[src/rtl/core/tccw_pkg.sv]
// tccw_pkg: shared types and constants of the text console cell writer
// request and response payload structs, control byte codes, cell defaults
// no dependencies
`default_nettype none

package tccw_pkg;

  localparam int unsigned COLUMNS_DEF = 80;
  localparam int unsigned ROWS_DEF    = 25;

  localparam logic [7:0] CH_CR        = 8'd13;
  localparam logic [7:0] CH_LF        = 8'd10;
  localparam logic [7:0] CH_BS        = 8'd8;
  localparam logic [7:0] CH_SPACE     = 8'd32;
  localparam logic [7:0] DEFAULT_ATTR = 8'd7;

  localparam logic MODE_PUT  = 1'b0;
  localparam logic MODE_READ = 1'b1;

  typedef struct packed {
    logic       mode;
    logic [7:0] char_code;
    logic       end_of_text;
    logic [4:0] read_row;
    logic [6:0] read_col;
  } tccw_in_t;

  typedef struct packed {
    logic [4:0] cursor_row_out;
    logic [6:0] cursor_col_out;
    logic       scrolled;
    logic       span_valid;
    logic [4:0] span_first;
    logic [4:0] span_last;
    logic       span_full;
    logic [7:0] cell_char;
    logic [7:0] cell_attr;
  } tccw_out_t;

  typedef struct packed {
    logic capture;
    logic init_step;
    logic exec_put;
    logic rd_issue;
    logic rd_done;
    logic clr_step;
    logic load_live;
    logic load_held;
  } tccw_cmd_t;

  typedef struct packed {
    logic in_read;
    logic scroll;
    logic out_free;
    logic init_last;
    logic clr_last;
  } tccw_sts_t;

endpackage

`default_nettype wire

[src/rtl/core/tccw_dp.sv]
// tccw_dp: datapath of the text console cell writer
// cursor, row origin, dirty span tracker, cell store addressing, response register
// depends on tccw_pkg, drives the cell ram ports
`default_nettype none

module tccw_dp import tccw_pkg::*; #(
  parameter int unsigned COLUMNS = COLUMNS_DEF,
  parameter int unsigned ROWS    = ROWS_DEF,
  localparam int unsigned DEPTH  = ROWS * COLUMNS,
  localparam int unsigned ADDR_W = $clog2(DEPTH),
  localparam int unsigned ROW_W  = $clog2(ROWS),
  localparam int unsigned COL_W  = $clog2(COLUMNS)
) (
  input  logic              clk_i,
  input  logic              rst_ni,
  input  tccw_in_t          req_data_i,
  input  logic              cfg_we_i,
  input  logic [7:0]        cfg_wdata_i,
  input  tccw_cmd_t         cmd_i,
  output tccw_sts_t         sts_o,
  output logic              rsp_valid_o,
  input  logic              rsp_ready_i,
  output tccw_out_t         rsp_data_o,
  output logic              ram_we_o,
  output logic              ram_re_o,
  output logic [ADDR_W-1:0] ram_addr_o,
  output logic [15:0]       ram_wdata_o,
  input  logic [15:0]       ram_rdata_i
);

  typedef struct packed {
    logic [ROW_W-1:0] lo;
    logic [ROW_W-1:0] hi;
    logic             empty;
    logic             all;
  } trk_t;

  localparam logic [ROW_W-1:0] LAST_ROW = ROW_W'(ROWS - 1);
  localparam logic [COL_W-1:0] LAST_COL = COL_W'(COLUMNS - 1);
  localparam trk_t TRK_CLEAR = '{lo: '0, hi: '0, empty: 1'b1, all: 1'b0};
  localparam trk_t TRK_FULL  = '{lo: '0, hi: LAST_ROW, empty: 1'b0, all: 1'b1};

  function automatic trk_t mark(trk_t t, logic [ROW_W-1:0] r);
    trk_t m;
    m = t;
    if (!t.all) begin
      if (t.empty) begin
        m.lo    = r;
        m.hi    = r;
        m.empty = 1'b0;
      end else begin
        if (r < t.lo) m.lo = r;
        if (r > t.hi) m.hi = r;
      end
    end
    return m;
  endfunction

  tccw_in_t         in_q;
  logic [ROW_W-1:0] cur_row_q;
  logic [COL_W-1:0] cur_col_q;
  logic [ROW_W-1:0] top_q;
  trk_t             trk_q;
  logic [7:0]       attr_q;
  logic [ADDR_W-1:0] cnt_q;
  logic [ADDR_W-1:0] clr_base_q;
  logic [7:0]       clr_attr_q;
  logic             oor_q;
  tccw_out_t        res_q;
  tccw_out_t        out_q;
  logic             out_valid_q;

  logic [ROW_W-1:0] p_row, wr_row, a_row, a_phys;
  logic [COL_W-1:0] p_col, wr_col, a_col;
  logic [ROW_W:0]   phys_sum;
  logic [7:0]       wr_chr;
  logic             wr_en, mark_en, do_lf, scroll;
  trk_t             trk1, trk2, trk_d;
  tccw_out_t        put_res, read_res, live_res;
  logic [ADDR_W-1:0] calc_addr;
  logic             rd_in_range;

  // cursor step for one put byte
  always_comb begin
    p_row   = cur_row_q;
    p_col   = cur_col_q;
    wr_row  = cur_row_q;
    wr_col  = cur_col_q;
    wr_chr  = CH_SPACE;
    wr_en   = 1'b0;
    mark_en = 1'b0;
    do_lf   = 1'b0;
    scroll  = 1'b0;
    priority if (in_q.char_code == CH_CR) begin
      p_col = '0;
    end else if (in_q.char_code == CH_LF) begin
      do_lf = 1'b1;
    end else if (in_q.char_code == CH_BS) begin
      if (cur_col_q != '0) begin
        wr_col = cur_col_q - 1'b1;
      end else if (cur_row_q != '0) begin
        wr_row = cur_row_q - 1'b1;
        wr_col = LAST_COL;
      end
      wr_en   = 1'b1;
      mark_en = 1'b1;
      p_row   = wr_row;
      p_col   = wr_col;
    end else begin
      wr_chr  = in_q.char_code;
      wr_en   = 1'b1;
      mark_en = 1'b1;
      if (cur_col_q == LAST_COL) begin
        do_lf = 1'b1;
      end else begin
        p_col = cur_col_q + 1'b1;
      end
    end
    if (do_lf) begin
      p_col = '0;
      if (cur_row_q == LAST_ROW) begin
        scroll = 1'b1;
        p_row  = LAST_ROW;
      end else begin
        p_row = cur_row_q + 1'b1;
      end
    end
  end

  // dirty span tracking
  always_comb begin
    trk1 = mark_en ? mark(trk_q, wr_row) : trk_q;
    if (scroll) begin
      trk1 = TRK_FULL;
    end
    trk2  = mark(trk1, p_row);
    trk_d = in_q.end_of_text ? TRK_CLEAR : trk1;
  end

  always_comb begin
    put_res                = '0;
    put_res.cursor_row_out = 5'(p_row);
    put_res.cursor_col_out = 7'(p_col);
    put_res.scrolled       = scroll;
    put_res.span_valid     = in_q.end_of_text;
    if (in_q.end_of_text) begin
      put_res.span_first = 5'(trk2.lo);
      put_res.span_last  = 5'(trk2.hi);
      put_res.span_full  = trk2.all;
    end
  end

  always_comb begin
    read_res                = '0;
    read_res.cursor_row_out = 5'(cur_row_q);
    read_res.cursor_col_out = 7'(cur_col_q);
    if (!oor_q) begin
      read_res.cell_char = ram_rdata_i[7:0];
      read_res.cell_attr = ram_rdata_i[15:8];
    end
  end

  assign live_res = cmd_i.rd_done ? read_res : put_res;

  // logical row to physical row through the scrolling origin
  assign rd_in_range = (32'(in_q.read_row) < 32'(ROWS)) && (32'(in_q.read_col) < 32'(COLUMNS));
  assign a_row    = (in_q.mode == MODE_READ) ? ROW_W'(in_q.read_row) : wr_row;
  assign a_col    = (in_q.mode == MODE_READ) ? COL_W'(in_q.read_col) : wr_col;
  assign phys_sum = {1'b0, a_row} + {1'b0, top_q};
  assign a_phys   = (phys_sum >= (ROW_W + 1)'(ROWS)) ? ROW_W'(phys_sum - (ROW_W + 1)'(ROWS))
                                                     : ROW_W'(phys_sum);
  assign calc_addr = ADDR_W'(a_phys) * ADDR_W'(COLUMNS) + ADDR_W'(a_col);

  always_comb begin
    ram_we_o    = 1'b0;
    ram_re_o    = cmd_i.rd_issue;
    ram_addr_o  = calc_addr;
    ram_wdata_o = {attr_q, wr_chr};
    priority if (cmd_i.init_step) begin
      ram_we_o    = 1'b1;
      ram_addr_o  = cnt_q;
      ram_wdata_o = {DEFAULT_ATTR, CH_SPACE};
    end else if (cmd_i.clr_step) begin
      ram_we_o    = 1'b1;
      ram_addr_o  = clr_base_q + cnt_q;
      ram_wdata_o = {clr_attr_q, CH_SPACE};
    end else begin
      ram_we_o = cmd_i.exec_put & wr_en;
    end
  end

  assign sts_o.in_read   = (in_q.mode == MODE_READ);
  assign sts_o.scroll    = scroll;
  assign sts_o.out_free  = !out_valid_q || rsp_ready_i;
  assign sts_o.init_last = (cnt_q == ADDR_W'(DEPTH - 1));
  assign sts_o.clr_last  = (cnt_q == ADDR_W'(COLUMNS - 1));

  always_ff @(posedge clk_i) begin
    if (cmd_i.capture) begin
      in_q <= req_data_i;
    end
    if (cmd_i.exec_put) begin
      res_q      <= put_res;
      clr_base_q <= ADDR_W'(top_q) * ADDR_W'(COLUMNS);
      clr_attr_q <= attr_q;
    end
    if (cmd_i.rd_issue) begin
      oor_q <= !rd_in_range;
    end
    if (cmd_i.rd_done) begin
      res_q <= read_res;
    end
    if (cmd_i.load_live) begin
      out_q <= live_res;
    end else if (cmd_i.load_held) begin
      out_q <= res_q;
    end
  end

  always_ff @(posedge clk_i or negedge rst_ni) begin
    if (!rst_ni) begin
      cur_row_q   <= '0;
      cur_col_q   <= '0;
      top_q       <= '0;
      trk_q       <= TRK_CLEAR;
      attr_q      <= DEFAULT_ATTR;
      cnt_q       <= '0;
      out_valid_q <= 1'b0;
    end else begin
      if (cfg_we_i) begin
        attr_q <= cfg_wdata_i;
      end
      if (cmd_i.exec_put) begin
        cur_row_q <= p_row;
        cur_col_q <= p_col;
        trk_q     <= trk_d;
        if (scroll) begin
          top_q <= (top_q == LAST_ROW) ? '0 : top_q + 1'b1;
        end
      end
      if (cmd_i.init_step) begin
        cnt_q <= sts_o.init_last ? '0 : cnt_q + 1'b1;
      end else if (cmd_i.clr_step) begin
        cnt_q <= sts_o.clr_last ? '0 : cnt_q + 1'b1;
      end
      if (cmd_i.load_live || cmd_i.load_held) begin
        out_valid_q <= 1'b1;
      end else if (rsp_ready_i) begin
        out_valid_q <= 1'b0;
      end
    end
  end

  assign rsp_valid_o = out_valid_q;
  assign rsp_data_o  = out_q;

endmodule

`default_nettype wire

[config.mk]
export PLATFORM = sky130hd
export DESIGN_NAME = tccw_dp
export DESIGN_NICKNAME = d
export VERILOG_FILES = /design/src/rtl/core/tccw_pkg.sv /design/src/rtl/core/tccw_dp.sv
export SDC_FILE = /design/constraint.sdc
export NUM_CORES = 1
export LEC_CHECK = 0
export ABC_AREA = 1
export ABC_CLOCK_PERIOD_IN_PS = 5100
export BUFFER_PORTS_ARGS = -buffer_cell sky130_fd_sc_hd__buf_2
export CAP_MARGIN = 20
export CORE_UTILIZATION = 45
export DETAILED_ROUTE_END_ITERATION = 12
export GPL_ROUTABILITY_DRIVEN = 0
export PLACE_DENSITY = 0.77
export RECOVER_POWER = 50
export REMOVE_ABC_BUFFERS = 1
export SLEW_MARGIN = 20
export SYNTH_ARGS = -nofsm -noshare
export SYNTH_HDL_FRONTEND = slang
export SYNTH_SLANG_ARGS = --single-unit
export TNS_END_PERCENT = 1
[constraint.sdc]
create_clock -name clk_i -period 5.1 [get_ports clk_i]
set_input_delay 0.51 -clock clk_i [delete_from_list [all_inputs] [get_ports clk_i]]
set_output_delay 0.51 -clock clk_i [all_outputs]
set_load 0.01 [all_outputs]
# Yosys cells after proc, flatten, opt, wreduce, memory -nomap -nowiden
# Index checks and enable logic that the tools add are counted.
# W data, S select, Z words.
totals:
  mem_count: 0
  wordCells: 138
  ram_bits: 0
  rom_bits: 0
  latchBits: 0
  regBits: 169
op_classes:
  reduce_logical: 12
  order_cmp: 7
  bitwise_logic: 1
  eq_ne: 8
  multipliers: 2
  n_div: 0
  muxes: 62
  addsub: 10
  shift: 0
op_table:
  columns: ["cell", "n"]
  rows:
  - ["$mux W41", 5]
  - ["$mux W11", 9]
  - ["$mux W7", 11]
  - ["$mux W5", 14]
  - ["$mux W16", 3]
  - ["$mux W12", 3]
  - ["$eq A8 B4 Y1 const B", 3]
  - ["$mux W8", 3]
  - ["$mux W10", 2]
  - ["$mul A5 B3 Y7 const B", 2]
  - ["$mux W1", 12]
  - ["$add A11 B1 Y11 const B", 1]
  - ["$add A11 B11 Y11", 1]
  - ["$add A11 B7 Y11", 1]
  - ["$eq A11 B11 Y1 const B", 1]
  - ["$eq A11 B7 Y1 const B", 1]
  - ["$add A5 B1 Y5 const B", 2]
  - ["$eq A5 B5 Y1 const B", 2]
  - ["$gt A5 B5 Y1", 2]
  - ["$lt A5 B5 Y1", 2]
  - ["$reduce_bool A2 Y1", 4]
  - ["$add A7 B1 Y7 const B", 1]
  - ["$eq A7 B7 Y1 const B", 1]
  - ["$lt A7 B7 Y1 const B", 1]
  - ["13 further kinds", 15]

# Longest topological paths before layout
logic_depth:
  depth_word: 19
  depth_mapped: 30

# Least setup slack after synthesis
# Ideal clock, no wire load.
synth_path:
  path_kind: "register to output"
  start: "register cur_col_q[0]"
  end: "output ram_addr_o[10]"
  path_stages_with_launch: 28
  slack_ns: -0.212
  arrival_ns: 4.802
  n_path_buf: 0
  t_required_ns: 4.590
  cell_sequence: "dfrtp_1 > inv_1 > ha_1 > nand2_2 > nor2_8 > nand4_1 > nand2_1 > inv_1 > o21ai_0 > ha_1 > fa_1 > inv_1 > ha_1 > nand2_1 > o211ai_1 > nand2_1 > o21ai_0 > ha_1 > ha_1 > fa_1 > xnor2_1 > inv_1 > nand3_1 > xor2_1 > xor2_1 > nand2_1 > o211ai_1 > nand2_1"
synth_between:
  elab_chain_cells: 13
synth_lines:
  columns: ["element", "line", "rtl"]
  rows:
  - ["start: declaration", "tccw_dp.sv:61", "logic [COL_W-1:0] cur_col_q;"]
  - ["start signal: assignment", "tccw_dp.sv:235", "cur_col_q <= p_col;"]
  - ["$reduce_bool A7 Y1", "tccw_dp.sv:99", "if (cur_col_q != '0) begin"]
  - ["$mux W5", "tccw_dp.sv:99", null]
  - ["$mux W5", "tccw_dp.sv:98", "end else if (in_q.char_code == CH_BS) begin"]
  - ["$mux W5", "tccw_dp.sv:96", "end else if (in_q.char_code == CH_LF) begin"]
  - ["$mux W5", "tccw_dp.sv:94", "priority if (in_q.char_code == CH_CR) begin"]
  - ["$mux W5", "tccw_dp.sv:167", "assign a_row = (in_q.mode == MODE_READ) ? ROW_W'(in_q.read_row) : wr_row;"]
  - ["$add A5 B5 Y6", "tccw_dp.sv:169", "assign phys_sum = {1'b0, a_row} + {1'b0, top_q};"]
  - ["$sub A5 B5 Y5 / $ge A6 B5 Y1 (equally long branches)", "tccw_dp.sv:170", "assign a_phys = (phys_sum >= (ROW_W + 1)'(ROWS)) ? ROW_W'(phys_sum - (ROW_W + 1)'(ROWS))"]
  - ["$mux W5", "tccw_dp.sv:170", null]
  - ["$mul A5 B3 Y7", "tccw_dp.sv:172", "assign calc_addr = ADDR_W'(a_phys) * ADDR_W'(COLUMNS) + ADDR_W'(a_col);"]
  - ["$add A11 B7 Y11 (*)", "tccw_dp.sv:172", null]
  - ["$mux W11 (*)", "tccw_dp.sv:183", "end else if (cmd_i.clr_step) begin"]
  - ["$mux W11 (*)", "tccw_dp.sv:179", "priority if (cmd_i.init_step) begin"]
  - ["end: declaration", "tccw_dp.sv:26", "output logic [ADDR_W-1:0] ram_addr_o,"]
# Mark *: on every way between the ends. The rest lies on a longest branch, timed or not.

# Worst setup path after layout
layout_path:
  start: "register cur_row_q[0]"
  end: "output ram_addr_o[10]"
layout_between:
  elab_chain_cells: 14
layout_lines:
  columns: ["element", "line", "rtl"]
  rows:
  - ["start: declaration", "tccw_dp.sv:60", "logic [ROW_W-1:0] cur_row_q;"]
  - ["start signal: assignment", "tccw_dp.sv:234", "cur_row_q <= p_row;"]
  - ["$sub A5 B1 Y5 / $reduce_bool A5 Y1 (equally long branches)", "tccw_dp.sv:102, tccw_dp.sv:101", null]
  - ["$mux W5", "tccw_dp.sv:101", "end else if (cur_row_q != '0) begin"]
  - ["$mux W5", "tccw_dp.sv:99", null]
  - ["$mux W5", "tccw_dp.sv:98", null]
  - ["$mux W5", "tccw_dp.sv:96", null]
  - ["$mux W5", "tccw_dp.sv:94", null]
  - ["$mux W5", "tccw_dp.sv:167", null]
  - ["$add A5 B5 Y6", "tccw_dp.sv:169", null]
  - ["$sub A5 B5 Y5 / $ge A6 B5 Y1 (equally long branches)", "tccw_dp.sv:170", null]
  - ["$mux W5", "tccw_dp.sv:170", null]
  - ["$mul A5 B3 Y7", "tccw_dp.sv:172", null]
  - ["$add A11 B7 Y11 (*)", "tccw_dp.sv:172", null]
  - ["$mux W11 (*)", "tccw_dp.sv:183", null]
  - ["$mux W11 (*)", "tccw_dp.sv:179", null]
# Marks and branches as above.

==> out/metrics.cfg <==
[place]
post-dp-hpwl_um=17100
placedInstanceArea_um2=10800
io_buffers=133

[die]
io-pin-count=134
fp.dieH_um=148
num_rows=52
initial_core_util_pct=46.5
die_area_um2=21800
coreArea_um2=20600
die_w_um=148

[final_layout]
num_antenna_cells=0
final_area_um2=11800
syn2layout_area_growth_pct=23.9
nNetsFinal=1389
drive_gt1_share_pct=22.4

[timing]
drv_slew=142
fin_skew_ns=0.00698
finalCritPeriodShare_pct=117
relSlewSlack_pct=-95.4
rsz0062_at_grt=yes
finalHoldViolCount=0
timing.fmax_mhz=168
period_needed_ns=5.96
finalSetupViolations=15
worst_pin_slew_ns=2.93
setup_ws_ns=-0.855

[route]
post_drt_via_cell_ratio=5.41
remaining_drc_errors=0
drt.antenna.violating_nets=0
drt_first_pass_iters=5
dr_total_vias=8397
drtIter0Drc=724
wl_um=25400
wire_per_inst_um=16.3

[setup_path]
crit_path_max_fanout=6
cp.buffers_inverters=6
crit_required_ns=4.59
max_stage_delay_ns=0.38
cpMaxStageDelayCell=dfrtp_1
critPathKind=flop to primary output
cp.arrival_ns=5.45
startpoint_type=flop
critPathMostFrequentCell=inv_1
worst_setup_path_end_kind=primary output
crit_family=adder cells

[synth]
synth_largest_area_cell=edfxtp_1
ys_top_cells_by_area=edfxtp_1 (34%), dfrtp_1 (12%), nand2_1 (8.0%)
synth_seq_cells=169
synthesis.area_um2=9560
avgSynthCellArea_um2=8.96
seq_area_frac_synth_pct=49.2
synth_edf_count=107
synthFlopType=edfxtp_1
yosys.area.top_type_share_pct=33.6
syn_inst=1067
yosysWarningCount=0
synth-async-reset-ratio_pct=29.0
synth_most_common_cell=nand2_1
synth_cell_types=50
synth_common_cells=nand2_1 (205), inv_1 (126), edfxtp_1 (107)

[run]
maxCapViolCount=3

[clock_network]
cts_root_buf=clkbuf_16
cts.htree.levels=4
clk_latency_ns=0.44
clkTransAtPathRegs_ns=0.07
cts_hold_buffers=0
cts_tree=yes
numCtsBuffers=17
cts_buffer_depth=2
clock-sinks=169

[global_route]
antenna_found_initial=0
overflow=0
grt_usage_pct=23.0
grt_start_max_net_pins=50
grt_pass1_vias=8023
grt_first_pass_wirelength_um=39600

[outcome]
violations=max-capacitance violations, max-slew violations, negative setup slack
outcome=finished, violations left

[min_path]
min_path_type=primary input to flop

[power_and_ir_drop]
irDropWorstVdd_mv=0.267
power.total_uw=5540
power.density_nw_per_um2=467
total_leakage_power_uw=0.00547

[placed cells by master (no fill, tap or decap), types with 4 or more instances in the layout]
cell type	instances
dfxtp_1	13
nand2_2	17
ha_2	5
o21ai_0	89
buf_2	78
clkinv_8	5
clkbuf_1	58
xor2_1	18
inv_8	5
nor2_1	95
edfxtp_1	107
nand2_4	7
nor2_4	5
a31oi_1	14
inv_1	120
o21ai_2	9
inv_2	9
nand3_1	58
ha_4	6
a21oi_1	46
nand2_1	197
ha_1	46
clkbuf_16	17
xnor2_2	4
dfrtp_1	45
buf_4	77
o21ai_1	8
nor2_8	4
nor3_1	13
o22ai_1	28
o211ai_1	9
nand4_1	6
[stage by stage]
step	util, %	hold slack, ns	setup WS [ns]	std cells	TNS, ns
global placement	52.7	0.426	-0.0854	1493	-0.0854
floorplan	-	0.214	-0.227	1034	-0.308
finish	57.6	0.244	-0.855	1552	-7.61
CTS	57.0	0.227	-0.577	1546	-4.81
global route	57.6	0.232	-1.06	1552	-10.74
detailed placement	52.7	0.432	-0.403	1493	-0.721
[cells by family after synthesis]
family	count (synthesis)	synth area share, %
XOR/XNOR	25	2.29
AND/OR/NAND/NOR	422	20.3
flip-flops	169	49.2
adder cells (fa/ha/maj)	62	8.50
AO/OA/AOI/OAI	221	12.8
buffers and inverters	168	6.88
[report_power, final]
part	leakage [µW]	internal (µW)	switching, µW
combinational	0.00333	998	1430
clock	0.000287	662	636
sequential	0.00186	1700	105
total	0.00547	3360	2180
[repair_timing]
action	in CTS	in global routing
setup buffers	21	6
resized for setup	37	38
pin swaps	21	22
endpoints found under the setup margin	6	16
[cell type report]
class	count	area, µm²
inverters	135	514
multi-input cells	730	4460
clock buffers	17	425
well taps	270	338
clock inverters	15	179
repair buffers	216	1220
flip-flops and latches	169	4700
fillers	1735	8720
[final timing paths]
path | startpoint | endpoint | slack [ns] | cells after the start
min in group asynchronous | rst_ni | attr_q[6] | 1.13 | 2
worst min register to register | attr_q[3] | clr_attr_q[3] | 0.45 | 0
max in group asynchronous | rst_ni | trk_q[8] | 2.33 | 2
worst max-delay path | cur_row_q[0] | ram_addr_o[10] | -0.86 | 28
worst max register to register | cur_col_q[1] | rsp_data_o[17] | -0.62 | 40
worst min-delay path | req_data_i[6] | in_q[6] | 0.24 | 1
[state kept, by name, summed over array words and instances (netlist names)]
name / cells
attr_q: 8
clr_attr_q: 8
clr_base_q: 7
cnt_q: 11
cur_col_q: 7
cur_row_q: 5
in_q: 21
oor_q: 1
res_q: 41
rsp_data_o: 41
rsp_valid_o: 1
sts_o: 1
top_q: 5
trk_q: 12
[routing by layer]
layer | global-route usage (%) | wire length, µm | up-vias
met3 | 4.41 | 1690 | 87
met1 | 29.1 | 10500 | 3910
met4 | 11.4 | 1130 | 0
li1 | - | - | 4031
met5 | 0 | 0 | -
met2 | 37.8 | 12100 | 369
Note: power is estimated with default switching activity, not from simulation.
