`src/rtl/core/tccw_pkg.sv`:
```
// tccw_pkg: shared types and constants of the text console cell writer
// request and response payload structs, control byte codes, cell defaults
// no dependencies
`default_nettype none

package tccw_pkg;

  localparam int unsigned COLUMNS_DEF = 80;
  localparam int unsigned ROWS_DEF    = 25;

  localparam logic [7:0] CH_CR        = 8'd13;
  localparam logic [7:0] CH_LF        = 8'd10;
  localparam logic [7:0] CH_BS        = 8'd8;
  localparam logic [7:0] CH_SPACE     = 8'd32;
  localparam logic [7:0] DEFAULT_ATTR = 8'd7;

  localparam logic MODE_PUT  = 1'b0;
  localparam logic MODE_READ = 1'b1;

  typedef struct packed {
    logic       mode;
    logic [7:0] char_code;
    logic       end_of_text;
    logic [4:0] read_row;
    logic [6:0] read_col;
  } tccw_in_t;

  typedef struct packed {
    logic [4:0] cursor_row_out;
    logic [6:0] cursor_col_out;
    logic       scrolled;
    logic       span_valid;
    logic [4:0] span_first;
    logic [4:0] span_last;
    logic       span_full;
    logic [7:0] cell_char;
    logic [7:0] cell_attr;
  } tccw_out_t;

  typedef struct packed {
    logic capture;
    logic init_step;
    logic exec_put;
    logic rd_issue;
    logic rd_done;
    logic clr_step;
    logic load_live;
    logic load_held;
  } tccw_cmd_t;

  typedef struct packed {
    logic in_read;
    logic scroll;
    logic out_free;
    logic init_last;
    logic clr_last;
  } tccw_sts_t;

endpackage

`default_nettype wire

```
`src/rtl/core/tccw_ctrl.sv`:
```
// tccw_ctrl: sequencer of the text console cell writer
// issues datapath commands from status, depends on tccw_pkg
`default_nettype none

module tccw_ctrl import tccw_pkg::*; (
  input  logic      clk_i,
  input  logic      rst_ni,
  input  logic      req_valid_i,
  output logic      req_ready_o,
  input  tccw_sts_t sts_i,
  output tccw_cmd_t cmd_o
);

  typedef enum logic [2:0] {
    ST_INIT,
    ST_IDLE,
    ST_EXEC,
    ST_RDWAIT,
    ST_CLR,
    ST_HOLD
  } state_e;

  state_e state_q, state_d;
  logic   pend_q, pend_d;

  always_comb begin
    cmd_o   = '0;
    state_d = state_q;
    pend_d  = pend_q;
    unique case (state_q)
      ST_INIT: begin
        cmd_o.init_step = 1'b1;
        if (sts_i.init_last) begin
          state_d = ST_IDLE;
        end
      end
      ST_IDLE: begin
        if (req_valid_i) begin
          cmd_o.capture = 1'b1;
          state_d       = ST_EXEC;
        end
      end
      ST_EXEC: begin
        if (sts_i.in_read) begin
          cmd_o.rd_issue = 1'b1;
          state_d        = ST_RDWAIT;
        end else begin
          cmd_o.exec_put  = 1'b1;
          cmd_o.load_live = sts_i.out_free;
          pend_d          = !sts_i.out_free;
          if (sts_i.scroll) begin
            state_d = ST_CLR;
          end else if (sts_i.out_free) begin
            state_d = ST_IDLE;
          end else begin
            state_d = ST_HOLD;
          end
        end
      end
      ST_RDWAIT: begin
        cmd_o.rd_done   = 1'b1;
        cmd_o.load_live = sts_i.out_free;
        state_d         = sts_i.out_free ? ST_IDLE : ST_HOLD;
      end
      ST_CLR: begin
        cmd_o.clr_step = 1'b1;
        if (sts_i.clr_last) begin
          state_d = pend_q ? ST_HOLD : ST_IDLE;
        end
      end
      ST_HOLD: begin
        if (sts_i.out_free) begin
          cmd_o.load_held = 1'b1;
          state_d         = ST_IDLE;
        end
      end
      default: begin
        state_d = ST_IDLE;
      end
    endcase
  end

  always_ff @(posedge clk_i or negedge rst_ni) begin
    if (!rst_ni) begin
      state_q <= ST_INIT;
      pend_q  <= 1'b0;
    end else begin
      state_q <= state_d;
      pend_q  <= pend_d;
    end
  end

  assign req_ready_o = (state_q == ST_IDLE);

endmodule

`default_nettype wire

```
`config.mk`:
```
export PLATFORM = sky130hd
export DESIGN_NAME = tccw_ctrl
export DESIGN_NICKNAME = d
export VERILOG_FILES = /design/src/rtl/core/tccw_pkg.sv /design/src/rtl/core/tccw_ctrl.sv
export SDC_FILE = /design/constraint.sdc
export NUM_CORES = 1
export LEC_CHECK = 0
export ABC_AREA = 0
export ABC_CLOCK_PERIOD_IN_PS = 1100
export BUFFER_PORTS_ARGS = -buffer_cell sky130_fd_sc_hd__buf_2
export CAP_MARGIN = 10
export CORE_AREA = 2 2 39 41
export DETAILED_ROUTE_END_ITERATION = 7
export DIE_AREA = 0 0 41 43
export SYNTH_ARGS = -nofsm -noshare
export SYNTH_HDL_FRONTEND = slang
export SYNTH_SLANG_ARGS = --single-unit
```
`constraint.sdc`:
```
create_clock -name clk_i -period 1.1 [get_ports clk_i]
set_input_delay 0.11 -clock clk_i [delete_from_list [all_inputs] [get_ports clk_i]]
set_output_delay 0.11 -clock clk_i [all_outputs]
set_load 0.05 [all_outputs]
```
# == Word level (Yosys, flattened, before mapping) ==
# Cells that the tools add are included.
# W data, S select, Z words.
# totals
out_inout_bits,9
memories,0
latchBits,0
romBits,0
mem_bits_rw,0
regBits,4
input_bits,8
elab_cells,37
# op_classes
add_sub_neg,0
eq_ne,9
order_cmp,0
shifts,0
n_reduce_logical,4
muxes,21
multipliers,0
bitwise,1
div_mod_pow,0
# ops
cell,count
$mux W3,8
$pmux W3 S6,1
$mux W1,10
$ne A2 B2 Y1 const B,4
$eq A3 B2 Y1 const B,2
$eq A3 B3 Y1 const B,2
$reduce_and A4 Y1,1
$eq A3 B1 Y1 const B,1
$logic_not A3 Y1,1
$mux W2,1
$pmux W1 S2,1
$reduce_and A2 Y1,1
$logic_not A1 Y1,1
$not A1 Y1,1

# == Depth between registers and ports, before layout ==
# Gate-level depths: netlist (run 1).
# depth
word_depth,4
mapped_depth,4
depth_no_buf,3

# == Worst setup path after synthesis (run 1) ==
# No wires, ideal clock.
# synth_path
path_kind,register -> register
from,register state_q[2]
to,register state_q[0]
synth_period_minus_slack_ns,1.823
t_arrival_ns,1.663
n_path_buf,1
path_stages_with_launch,5
t_required_ns,0.940
path_slack_ns,-0.723
cell_sequence,dfrtp_1 -> buf_6 -> nor3b_2 -> and2_4 -> a221oi_2
# synth_via
elab_chain_len,3
word_cells_on_any_way,12
# synth_lines
element,line_no,source
"start, declared",tccw_ctrl.sv:23,"state_e state_q, state_d;"
"start signal, assigned",tccw_ctrl.sv:88,state_q <= state_d;
$eq A3 B1 Y1 *,-,
via req_ready_o,tccw_ctrl.sv:9,"output logic req_ready_o,"
$ne A2 B2 Y1 (no line),-,
$reduce_and A4 Y1 (no line),-,
# Mark *: on every way through the listed nets, which the timed path passes. The rest lies on a longest branch.
# A chain may end at the register's enable or synchronous reset.

==> metrics.md, run 1 <==
| Metric | Value |
|---|---|
| Chip width | 41 µm |
| Boundary pin count | 17 |
| Vias in the first global route | 382 |
| CTS clock-pin slew for the worst setup and hold paths | approximately 0.04 ns |
| Worst slew margin | 82.4% |
| VDD IR max | 0.00167 V |
| GRT Total Usage | 14.2% |
| Placed insts | between 70 and 80 |
| Remaining DRCs | 0 |
| Hold Path Stages | 2 |
| Syn nets | 41 |
| DIE AREA | about 1800 µm² |
| Final setup fails | 12 |
| Worst hold path class | in2reg |
| Final setup TNS | -2.46 ns |
| Worst Setup Start Kind | register |
| Num rows | 14 |
| First-pass GRT wire length | 1.60 mm |
| Sequential Power Share | 17.4% |
| Min Hold Slack | 0.0838 ns |
| Clk root buf | clkbuf_4 |
| Synth top area cells | dfrtp_1 (31%), nor4b_4 (7.3%), buf_6 (6.9%), mux2i_1 (6.2%), a221oi_2 (4.6%) |
| Finished Layout Cells | 81 |
| Via count | 370 |
| CTS tree | done |
| Failing checks | setup timing |
| Fin. Hold Viols | 0 |
| Worst-Skew Late Latency | approximately 0.23 ns |
| Hold Path End | state_q[0] |
| Cells after Synth | 33 |
| #FFs+latches synth | 4 |
| Area Growth Syn to Fin | 115% |
| Antenna cells | 0 |
| Clk pwr share | 7.7% |
| Switching Fraction | 46.8% |
| F_max | 740 MHz |
| Sequential area share after synthesis | 30.8% |
| Post-synthesis cell area | 325 µm² |
| Most frequent cells in the layout | buf_6 (10), buf_4 (9), buf_2 (8) |
| Cell depth of the worst flop-to-flop path | 5 |
| Vias per Instance | 4.57 |
| Beginning of the worst hold path | sts_i[3] |
| Post-layout min period | roughly 1.4 ns |
| Initial core utilization | 23.5% |
| RSZ-0062 raised after global routing | yes |
| Required @ worst endpoint | between 0.9 and 1 ns |
| Cell variety after synth | 23 |
| Clock Path Buffers | 2 |
| IO Port Bufs | 16 |
| Post-DR wirelength/cell | 12.8 µm |
| Status | complete, but fails checks |
| Crit path max fanout | 7 |
| Nets | between 70 and 80 |
| Chip Height | 43 µm |
| Overflow left after global routing | 0 |
| Slew Limit Fails | 0 |
| Reg2reg end | state_q[0] |
| Yosys Warn Count | 0 |
| Place WS | -0.193 ns |
| Final period util | 123% |
| MaxCap Viol Count | 0 |
| Final Worst Setup Slack | -0.251 ns |
| Final ANT Viol Nets | 0 |
| WS Path Type | reg2out |
| Largest net degree at the start of global routing | 8 |
| CP Cell Sequence | nor4b_4 -> buf_6 |
| Clk sinks | 4 |
| Final core area utilization | 50.5% |
| Comb power frac | around three quarters |
| Critical Path AT | 1.24 ns |
| CTS H-tree depth | 1 |
| First-pass DRT Iterations | 3 |
| Worst reg2reg startpoint | state_q[0] |
| Initial antenna violation count | 0 |
| Crit end category | primary output |
| CP max stage cell | dfrtp_2 |
| Cts bufs inserted | 3 |
| R2R setup slack | -0.20 ns |
| Most common cell after layout, fill and taps aside | buf_6 |
| Switching power | ~1100 µW |
| Synth top area share | 30.8% |
| Crit-path max cell delay | 0.46 ns |
| Tightest Pin Transition | 0.264 ns |
| Max Clock Skew | 0.00219 ns |
| Core Area | around 1400 µm² |
| Mean Syn Cell Area | 9.86 µm² |
| Layout cells sized above 1 | 80.0% |
| Routed WL | 1.03 mm |
| Pwr Density | 3250 nW/µm² |
| DRT iter0 DRCs | 3 |
| RD Place Congestion | 0.786 |
| Leakage | about 0.00032 µW |
| Dominant cell type by area after synthesis | dfrtp_1 |
| Power Internal | approximately 1200 µW |
worst max-delay path, delay by kind of cell, from the launching register on:
kind,cells,cell delay [ns]
AND/OR/NAND/NOR,1,0.35
flip-flops,1,0.46
buffers and inverters,1,0.20
worst max-delay path by stage:
stage | startpoint | to | slack (ns)
floorplan | state_q[2] | state_q[0] | -0.51
global placement | state_q[2] | cmd_o[7] | -0.20
detailed placement | state_q[2] | cmd_o[7] | -0.19
CTS | state_q[2] | cmd_o[7] | -0.24
global route | state_q[1] | cmd_o[7] | -0.31
finish | state_q[0] | cmd_o[5] | -0.25
area by class of cell:
class / instances / area (µm²)
Inverter: 1 / 3.75
Clock buffer: 3 / 22.5
Sequential cell: 4 / 104
Fill cell: 145 / 686
Timing Repair Buffer: 31 / 275
Tap cell: 16 / 20.0
Multi-Input combinational cell: 26 / 273
flip-flops by register name, summed over array words and instances (netlist names):
name and count:
state_q 3, pend_q 1
power by group through the flow:
stage	Combinational [µW]	Clock [µW]	Sequential (µW)
after floorplan	959	0	293
after global placement	1190	0	378
after detailed placement	1190	0	382
after CTS	1580	184	369
after global routing	1810	199	409
final	1700	176	394
stage by stage:
step / total power (µW) / cell area, µm²
finish: 2270 / 698
global placement: 1560 / 494
floorplan: 1250 / 349
CTS: 2130 / 654
detailed placement: 1570 / 494
global route: 2410 / 698
timing repair:
action / in CTS / in global routing
resized for setup: 29 / 8
hold buffers: 1 / 0
pin swaps: 4 / 4
hold endpoints to repair: 4 / 0
buffers inserted: 5 / 2
setup endpoints to repair: 13 / 13
per-layer routing:
| metal | vias up | share of wire [%] | wire [µm] | GRT usage [%] |
|---|---|---|---|---|
| met5 | - | 0 | 0 | 0 |
| met4 | 0 | 1.8 | 19 | 10.0 |
| met3 | 2 | 3.4 | 35 | 1.57 |
| met2 | 12 | 56 | 579 | 23.1 |
| met1 | 172 | 39 | 398 | 15.9 |
| li1 | 184 | - | - | - |
kinds of logic (layout without fill, tap and decap cells):
| family | after synthesis | count (layout) | synth area share (%) |
|---|---|---|---|
| compound gates | 5 | 5 | 12.3 |
| buf+inv | 3 | 35 | 8.08 |
| flops | 4 | 4 | 30.8 |
| mux | 2 | 2 | 6.15 |
| simple gates | 19 | 19 | 42.7 |
synthesized netlist by cell type:
cell type,count
nor2b_1,1
nand3_1,1
dfrtp_1,4
and3_1,2
o221ai_1,1
inv_1,1
and2_4,1
nor2_1,2
and2_1,1
nand2_1,2
nor2b_2,1
nor4b_4,1
or2_0,1
nor3b_2,1
buf_6,2
a31oi_1,1
a21oi_1,2
a221oi_2,1
and2_2,1
nor4bb_1,1
nand2b_1,1
mux2i_1,2
nor3_1,2
Power figures use the tool's default switching activity.
==> run 2, diff against run 1 <==
- CELL_PAD_IN_SITES_DETAIL_PLACEMENT: unset -> 0
- CELL_PAD_IN_SITES_GLOBAL_PLACEMENT: unset -> 1
- PLACE_DENSITY_LB_ADDON: unset -> 0.1
==> metrics.md, run 2 (synthesis gave the netlist of run 1 again) <==
| Metric | Value |
|---|---|
| Status | complete, but fails checks (unchanged) |
| Failing checks | setup timing (unchanged) |
| Clk sinks | 4 (unchanged) |
| Initial antenna violation count | 0 (unchanged) |
| VDD IR max | 0.00124 V (was 0.00167 V) |
| Top flop regs | state_q x3, pend_q x1 (unchanged) |
| GRT Total Usage | 13.8% (was 14.2%) |
| Crit end category | primary output (unchanged) |
| RSZ-0062 raised after global routing | yes (unchanged) |
| IO Port Bufs | 16 (unchanged) |
| Final setup fails | 12 (unchanged) |
| Detailed-placement wirelength estimate | 729 µm |
| Overflow left after global routing | 0 (unchanged) |
| Most frequent cells in the layout | buf_4 (13), buf_2 (9), buf_6 (4) (was buf_6 (10), buf_4 (9), buf_2 (8)) |
| Leakage | 0.000306 µW (was 0.000318 µW) |
| Tightest Pin Transition | 0.323 ns (was 0.264 ns) |
| Final period util | 122% (was 123%) |
| Post-layout min period | 1.34 ns (was 1.35 ns) |
| Chip width | 41 µm (unchanged) |
| Crit path max fanout | 7 (unchanged) |
| Boundary pin count | 17 (unchanged) |
| Worst hold path class | in2reg (unchanged) |
| MaxCap Viol Count | 0 (unchanged) |
| Final ANT Viol Nets | 0 (unchanged) |
| Worst Setup Start Kind | register (unchanged) |
| F_max | 746 MHz (was 740 MHz) |
| Critical Path AT | 1.23 ns (was 1.24 ns) |
| Worst slew margin | 78.2% (was 82.4%) |
| Slew Limit Fails | 0 (unchanged) |
| Pwr Density | 3300 nW/µm² (was 3250 nW/µm²) |
| Cts bufs inserted | 3 (unchanged) |
| Area Growth Syn to Fin | 101% (was 115%) |
| First-pass DRT Iterations | 4 (was 3) |
| RD Place Congestion | 0.737 (was 0.786) |
| CTS H-tree depth | 1 (unchanged) |
| Hold Path Stages | 2 (unchanged) |
| Cell depth of the worst flop-to-flop path | 4 (was 5) |
| Reg2reg end | state_q[2] (was state_q[0]) |
| Fin. Hold Viols | 0 (unchanged) |
| Num rows | 14 (unchanged) |
| Worst-Skew Late Latency | 0.23 ns (about the same) |
| Initial core utilization | 23.5% (unchanged) |
| Largest net degree at the start of global routing | 9 (was 8) |
| Nets | 74 (was 75) |
| Required @ worst endpoint | 0.99 ns (about the same) |
| Biggest register | state_q (unchanged) |
| Final core area utilization | 47.3% (was 50.5%) |
| WS Path Type | reg2out (unchanged) |
| CTS tree | done (unchanged) |
| Layout cells sized above 1 | 79.7% (was 80.0%) |
| Max Clock Skew | 0.00482 ns (was 0.00219 ns) |
| Antenna cells | 0 (unchanged) |
| Chip Height | 43 µm (unchanged) |
| DRT iter0 DRCs | 3 (unchanged) |
| Clock Path Buffers | 2 (unchanged) |
| CTS clock-pin slew for the worst setup and hold paths | 0.04 ns (about the same) |
| Vias per Instance | 4.51 (was 4.57) |
| Min Hold Slack | 0.0527 ns (was 0.0838 ns) |
| Most common cell after layout, fill and taps aside | buf_4 (was buf_6) |
| R2R setup slack | -0.22 ns (was -0.20 ns) |
| Remaining DRCs | 0 (unchanged) |
| Max reg flops | 3 (unchanged) |
| Via count | 361 (was 370) |
| Hold Path End | state_q[0] (unchanged) |
| Clk root buf | clkbuf_4 (unchanged) |
| Post-DR wirelength/cell | 12.4 µm (was 12.8 µm) |
| DIE AREA | 1760 µm² (unchanged) |
| Core Area | 1380 µm² (unchanged) |
| Worst reg2reg startpoint | state_q[2] (was state_q[0]) |
| First-pass GRT wire length | 1.57 mm (was 1.60 mm) |
| Power consumption | 2160 µW (was 2270 µW) |
| Vias in the first global route | 385 (was 382) |
| Final Worst Setup Slack | -0.240 ns (was -0.251 ns) |
| Routed WL | 995 µm (was 1.03 mm) |
| Beginning of the worst hold path | sts_i[3] (unchanged) |
[run 2: cell count changes in the layout (fill, tap and decap cells not counted), sizes merged]
cell  delta
buf      -1
[run 2: how the worst max path moves through the flow]
stage                      end  startpoint  depth (start not counted)
detailed placement    cmd_o[7]  state_q[2]                          3
global route          cmd_o[7]  state_q[1]                          3
finish                cmd_o[0]  state_q[0]                          3
global placement      cmd_o[7]  state_q[2]                          3
CTS                   cmd_o[3]  state_q[1]                          3
floorplan           state_q[0]  state_q[2]                          4
[run 2: layout make-up]
class | instances | area [µm²]
fillers | 136 | 729
multi-input cells | 26 | 262
repair buffers | 30 | 243
flip-flops and latches | 4 | 104
clock buffers | 3 | 22.5
well taps | 16 | 20.0
inverters | 1 | 3.75
[run 2: metal layers]
layer / global-route usage, % / wire length (µm) / share of wire, %
met5: 0 / 0 / 0
met4: 10.0 / 0 / 0
met2: 21.6 / 543 / 55
met3: 3.14 / 52 / 5.2
met1: 15.3 / 399 / 40
[run 2: stage by stage]
| step | worst slack (ns) | instance area, µm² | TNS [ns] | cells |
|---|---|---|---|---|
| after global placement | -0.168 | 502 | -1.34 | 73 |
| after detailed placement | -0.176 | 502 | -1.44 | 73 |
| after global routing | -0.305 | 654 | -3.25 | 80 |
| final | -0.240 | 654 | -2.45 | 80 |
| after CTS | -0.236 | 628 | -2.40 | 80 |
| after floorplan | -0.514 | 349 | -2.05 | 33 |
[run 2: power breakdown]
part | total [µW] | internal [µW] | switching, µW
clock network | 183 | 122 | 60.8
registers | 390 | 231 | 160
logic | 1580 | 776 | 807
[run 2: timing repair]
item	in CTS	in global routing
hold buffers	1	0
setup endpoints to repair	13	13
resized for setup	23	8
hold endpoints to repair	4	0
setup buffers	3	0
pin swaps	3	2
[run 2: critical path, cell delays in order (launching register included)]
cell and delay (ns):
dfrtp_2 0.45, nor2b_2 0.18, and3_2 0.22, buf_6 0.15
==> run 3, diff against run 2 <==
- CELL_PAD_IN_SITES_DETAIL_PLACEMENT: 0 -> 1
- CELL_PAD_IN_SITES_GLOBAL_PLACEMENT: 1 -> 2
- CORE_AREA: 2 2 39 41 -> unset
- CORE_MARGIN: unset -> 2
- CORE_UTILIZATION: unset -> 22
- DIE_AREA: 0 0 41 43 -> unset
==> metrics.md, run 3 (synthesis gave the netlist of run 1 again) <==
| Metric | Value |
|---|---|
| Final period util | 126% (was 122%) |
| Final Worst Setup Slack | -0.281 ns (was -0.240 ns) |
| First-pass GRT wire length | 2.06 mm (was 1.57 mm) |
| Most frequent cells in the layout | buf_4 (12), buf_2 (7), buf_6 (7) (was buf_4 (13), buf_2 (9), buf_6 (4)) |
| Initial antenna violation count | 0 (unchanged) |
| Pwr Density | 3450 nW/µm² (was 3300 nW/µm²) |
| VDD IR max | 0.00220 V (was 0.00124 V) |
| Max reg flops | 3 (unchanged) |
| Crit end category | primary output (unchanged) |
| Cts bufs inserted | 3 (unchanged) |
| CTS clock-pin slew for the worst setup and hold paths | 0.04 ns (about the same) |
| Clk root buf | clkbuf_4 (unchanged) |
| Max Clock Skew | 0.000258 ns (was 0.00482 ns) |
| Largest net degree at the start of global routing | 9 (unchanged) |
| Routed WL | 1.31 mm (was 995 µm) |
| Area Growth Syn to Fin | 123% (was 101%) |
| Clk sinks | 4 (unchanged) |
| Layout cells sized above 1 | 86.4% (was 79.7%) |
| Reg2reg end | state_q[0] (was state_q[2]) |
| Leakage | 0.000328 µW (was 0.000306 µW) |
| Via count | 393 (was 361) |
| Tightest Pin Transition | 0.302 ns (was 0.323 ns) |
| F_max | 724 MHz (was 746 MHz) |
| Num rows | 13 (was 14) |
| Chip Height | 42.5 µm (was 43 µm) |
| First-pass DRT Iterations | 2 (was 4) |
| CTS tree | done (unchanged) |
| Vias per Instance | 4.85 (was 4.51) |
| Number of fill cells | 150 (was 136) |
| Finished Layout Cells | 81 (was 80) |
| Remaining DRCs | 0 (unchanged) |
| Worst reg2reg startpoint | state_q[0] (was state_q[2]) |
| Clock Path Buffers | 2 (unchanged) |
| Biggest register | state_q (unchanged) |
| Worst hold path class | in2reg (unchanged) |
| Slew Limit Fails | 0 (unchanged) |
| Most common cell after layout, fill and taps aside | buf_4 (unchanged) |
| GRT Total Usage | 15.9% (was 13.8%) |
| Critical Path AT | 1.27 ns (was 1.23 ns) |
| Nets | 76 (was 74) |
| Boundary pin count | 17 (unchanged) |
| Vias in the first global route | 452 (was 385) |
| Detailed-placement wirelength estimate | 857 µm (was 729 µm) |
| Crit path max fanout | 7 (unchanged) |
| Overflow left after global routing | 0 (unchanged) |
| MaxCap Viol Count | 0 (unchanged) |
| Required @ worst endpoint | 0.99 ns (about the same) |
| Post-DR wirelength/cell | 16.1 µm (was 12.4 µm) |
| Placed insts | 71 (was 73) |
| Top flop regs | state_q x3, pend_q x1 (unchanged) |
| Initial core utilization | 24.4% (was 23.5%) |
| Final setup fails | 13 (was 12) |
| CTS H-tree depth | 1 (unchanged) |
| DRT iter0 DRCs | 3 (unchanged) |
| R2R setup slack | -0.22 ns (about the same) |
| RD Place Congestion | 0.721 (was 0.737) |
| Final ANT Viol Nets | 0 (unchanged) |
| Crit path to | cmd_o[5] (was cmd_o[0]) |
| RSZ-0062 raised after global routing | yes (unchanged) |
| IO Port Bufs | 16 (unchanged) |
| Failing checks | setup timing (unchanged) |
| Fin. Hold Viols | 0 (unchanged) |
| Chip width | 42.5 µm (was 41 µm) |
| Post-layout min period | 1.38 ns (was 1.34 ns) |
| Cell depth of the worst flop-to-flop path | 5 (was 4) |
| Worst-Skew Late Latency | 0.24 ns (was 0.23 ns) |
| Core Area | 1330 µm² (was 1380 µm²) |
| DIE AREA | 1800 µm² (was 1760 µm²) |
| Final core area utilization | 54.5% (was 47.3%) |
| Status | complete, but fails checks (unchanged) |
| Crit path launch | state_q[2] (was state_q[0]) |
| WS Path Type | reg2out (unchanged) |
| Worst slew margin | 79.3% (was 78.2%) |
| Worst Setup Start Kind | register (unchanged) |
| Antenna cells | 0 (unchanged) |
==> run 3: metal layers <==
metal | up-vias | GRT usage, % | wire [µm]
met5 | - | 0 | 0
met4 | 0 | 5.63 | 10
met3 | 3 | 6.90 | 71
met2 | 17 | 26.2 | 676
met1 | 185 | 18.1 | 547
li1 | 188 | - | -
==> run 3: report_power, final <==
part           leakage (µW)  switching, µW  internal (µW)
Combinational      0.000270            928            981
Sequential        0.0000447            178            230
Clock             0.0000138           70.7            123
==> run 3: final cells by class <==
class | count | area [µm²] | share of cell area, %
clock buffer | 3 | 22.5 | 3.10
multi-input combinational | 26 | 289 | 39.8
sequential | 4 | 104 | 14.3
timing repair buffer | 32 | 289 | 39.8
tap | 15 | 18.8 | 2.58
inverter | 1 | 3.75 | 0.516
==> run 3: worst min path at each step <==
stage | from | to | slack, ns | cells after the start
after floorplan | rst_ni | pend_q | -0.19 | 0
after global placement | rst_ni | state_q[0] | -0.08 | 1
after detailed placement | rst_ni | state_q[1] | -0.08 | 1
after CTS | sts_i[3] | state_q[0] | 0.07 | 2
after global routing | sts_i[3] | state_q[0] | 0.09 | 2
final | sts_i[3] | state_q[0] | 0.09 | 2
==> run 3: repair_timing <==
| item | 4_1_cts | 5_1_grt |
|---|---|---|
| gates cloned | 0 | 0 |
| hold buffers | 1 | 0 |
| setup endpoints to repair | 13 | 13 |
| gates resized for setup | 35 | 11 |
| endpoints found under the hold margin | 4 | 0 |
| setup buffers | 6 | 5 |
| pin swaps | 5 | 4 |
==> run 3: critical path: stages, from the launching register on <==
cell and delay, ns:
dfrtp_2 0.48, nor4b_4 0.34, buf_6 0.21
==> run 3: stage by stage <==
step	total power (µW)	setup slack, ns	setup TNS (ns)	hold slack [ns]	cell area, µm²
after floorplan	1250	-0.514	-2.05	-0.186	349
after global placement	1600	-0.165	-1.33	-0.0829	493
after detailed placement	1620	-0.206	-1.58	-0.0808	493
after CTS	2340	-0.277	-2.65	0.0698	677
after global routing	2660	-0.337	-3.39	0.0878	727
final	2510	-0.281	-2.74	0.0865	727
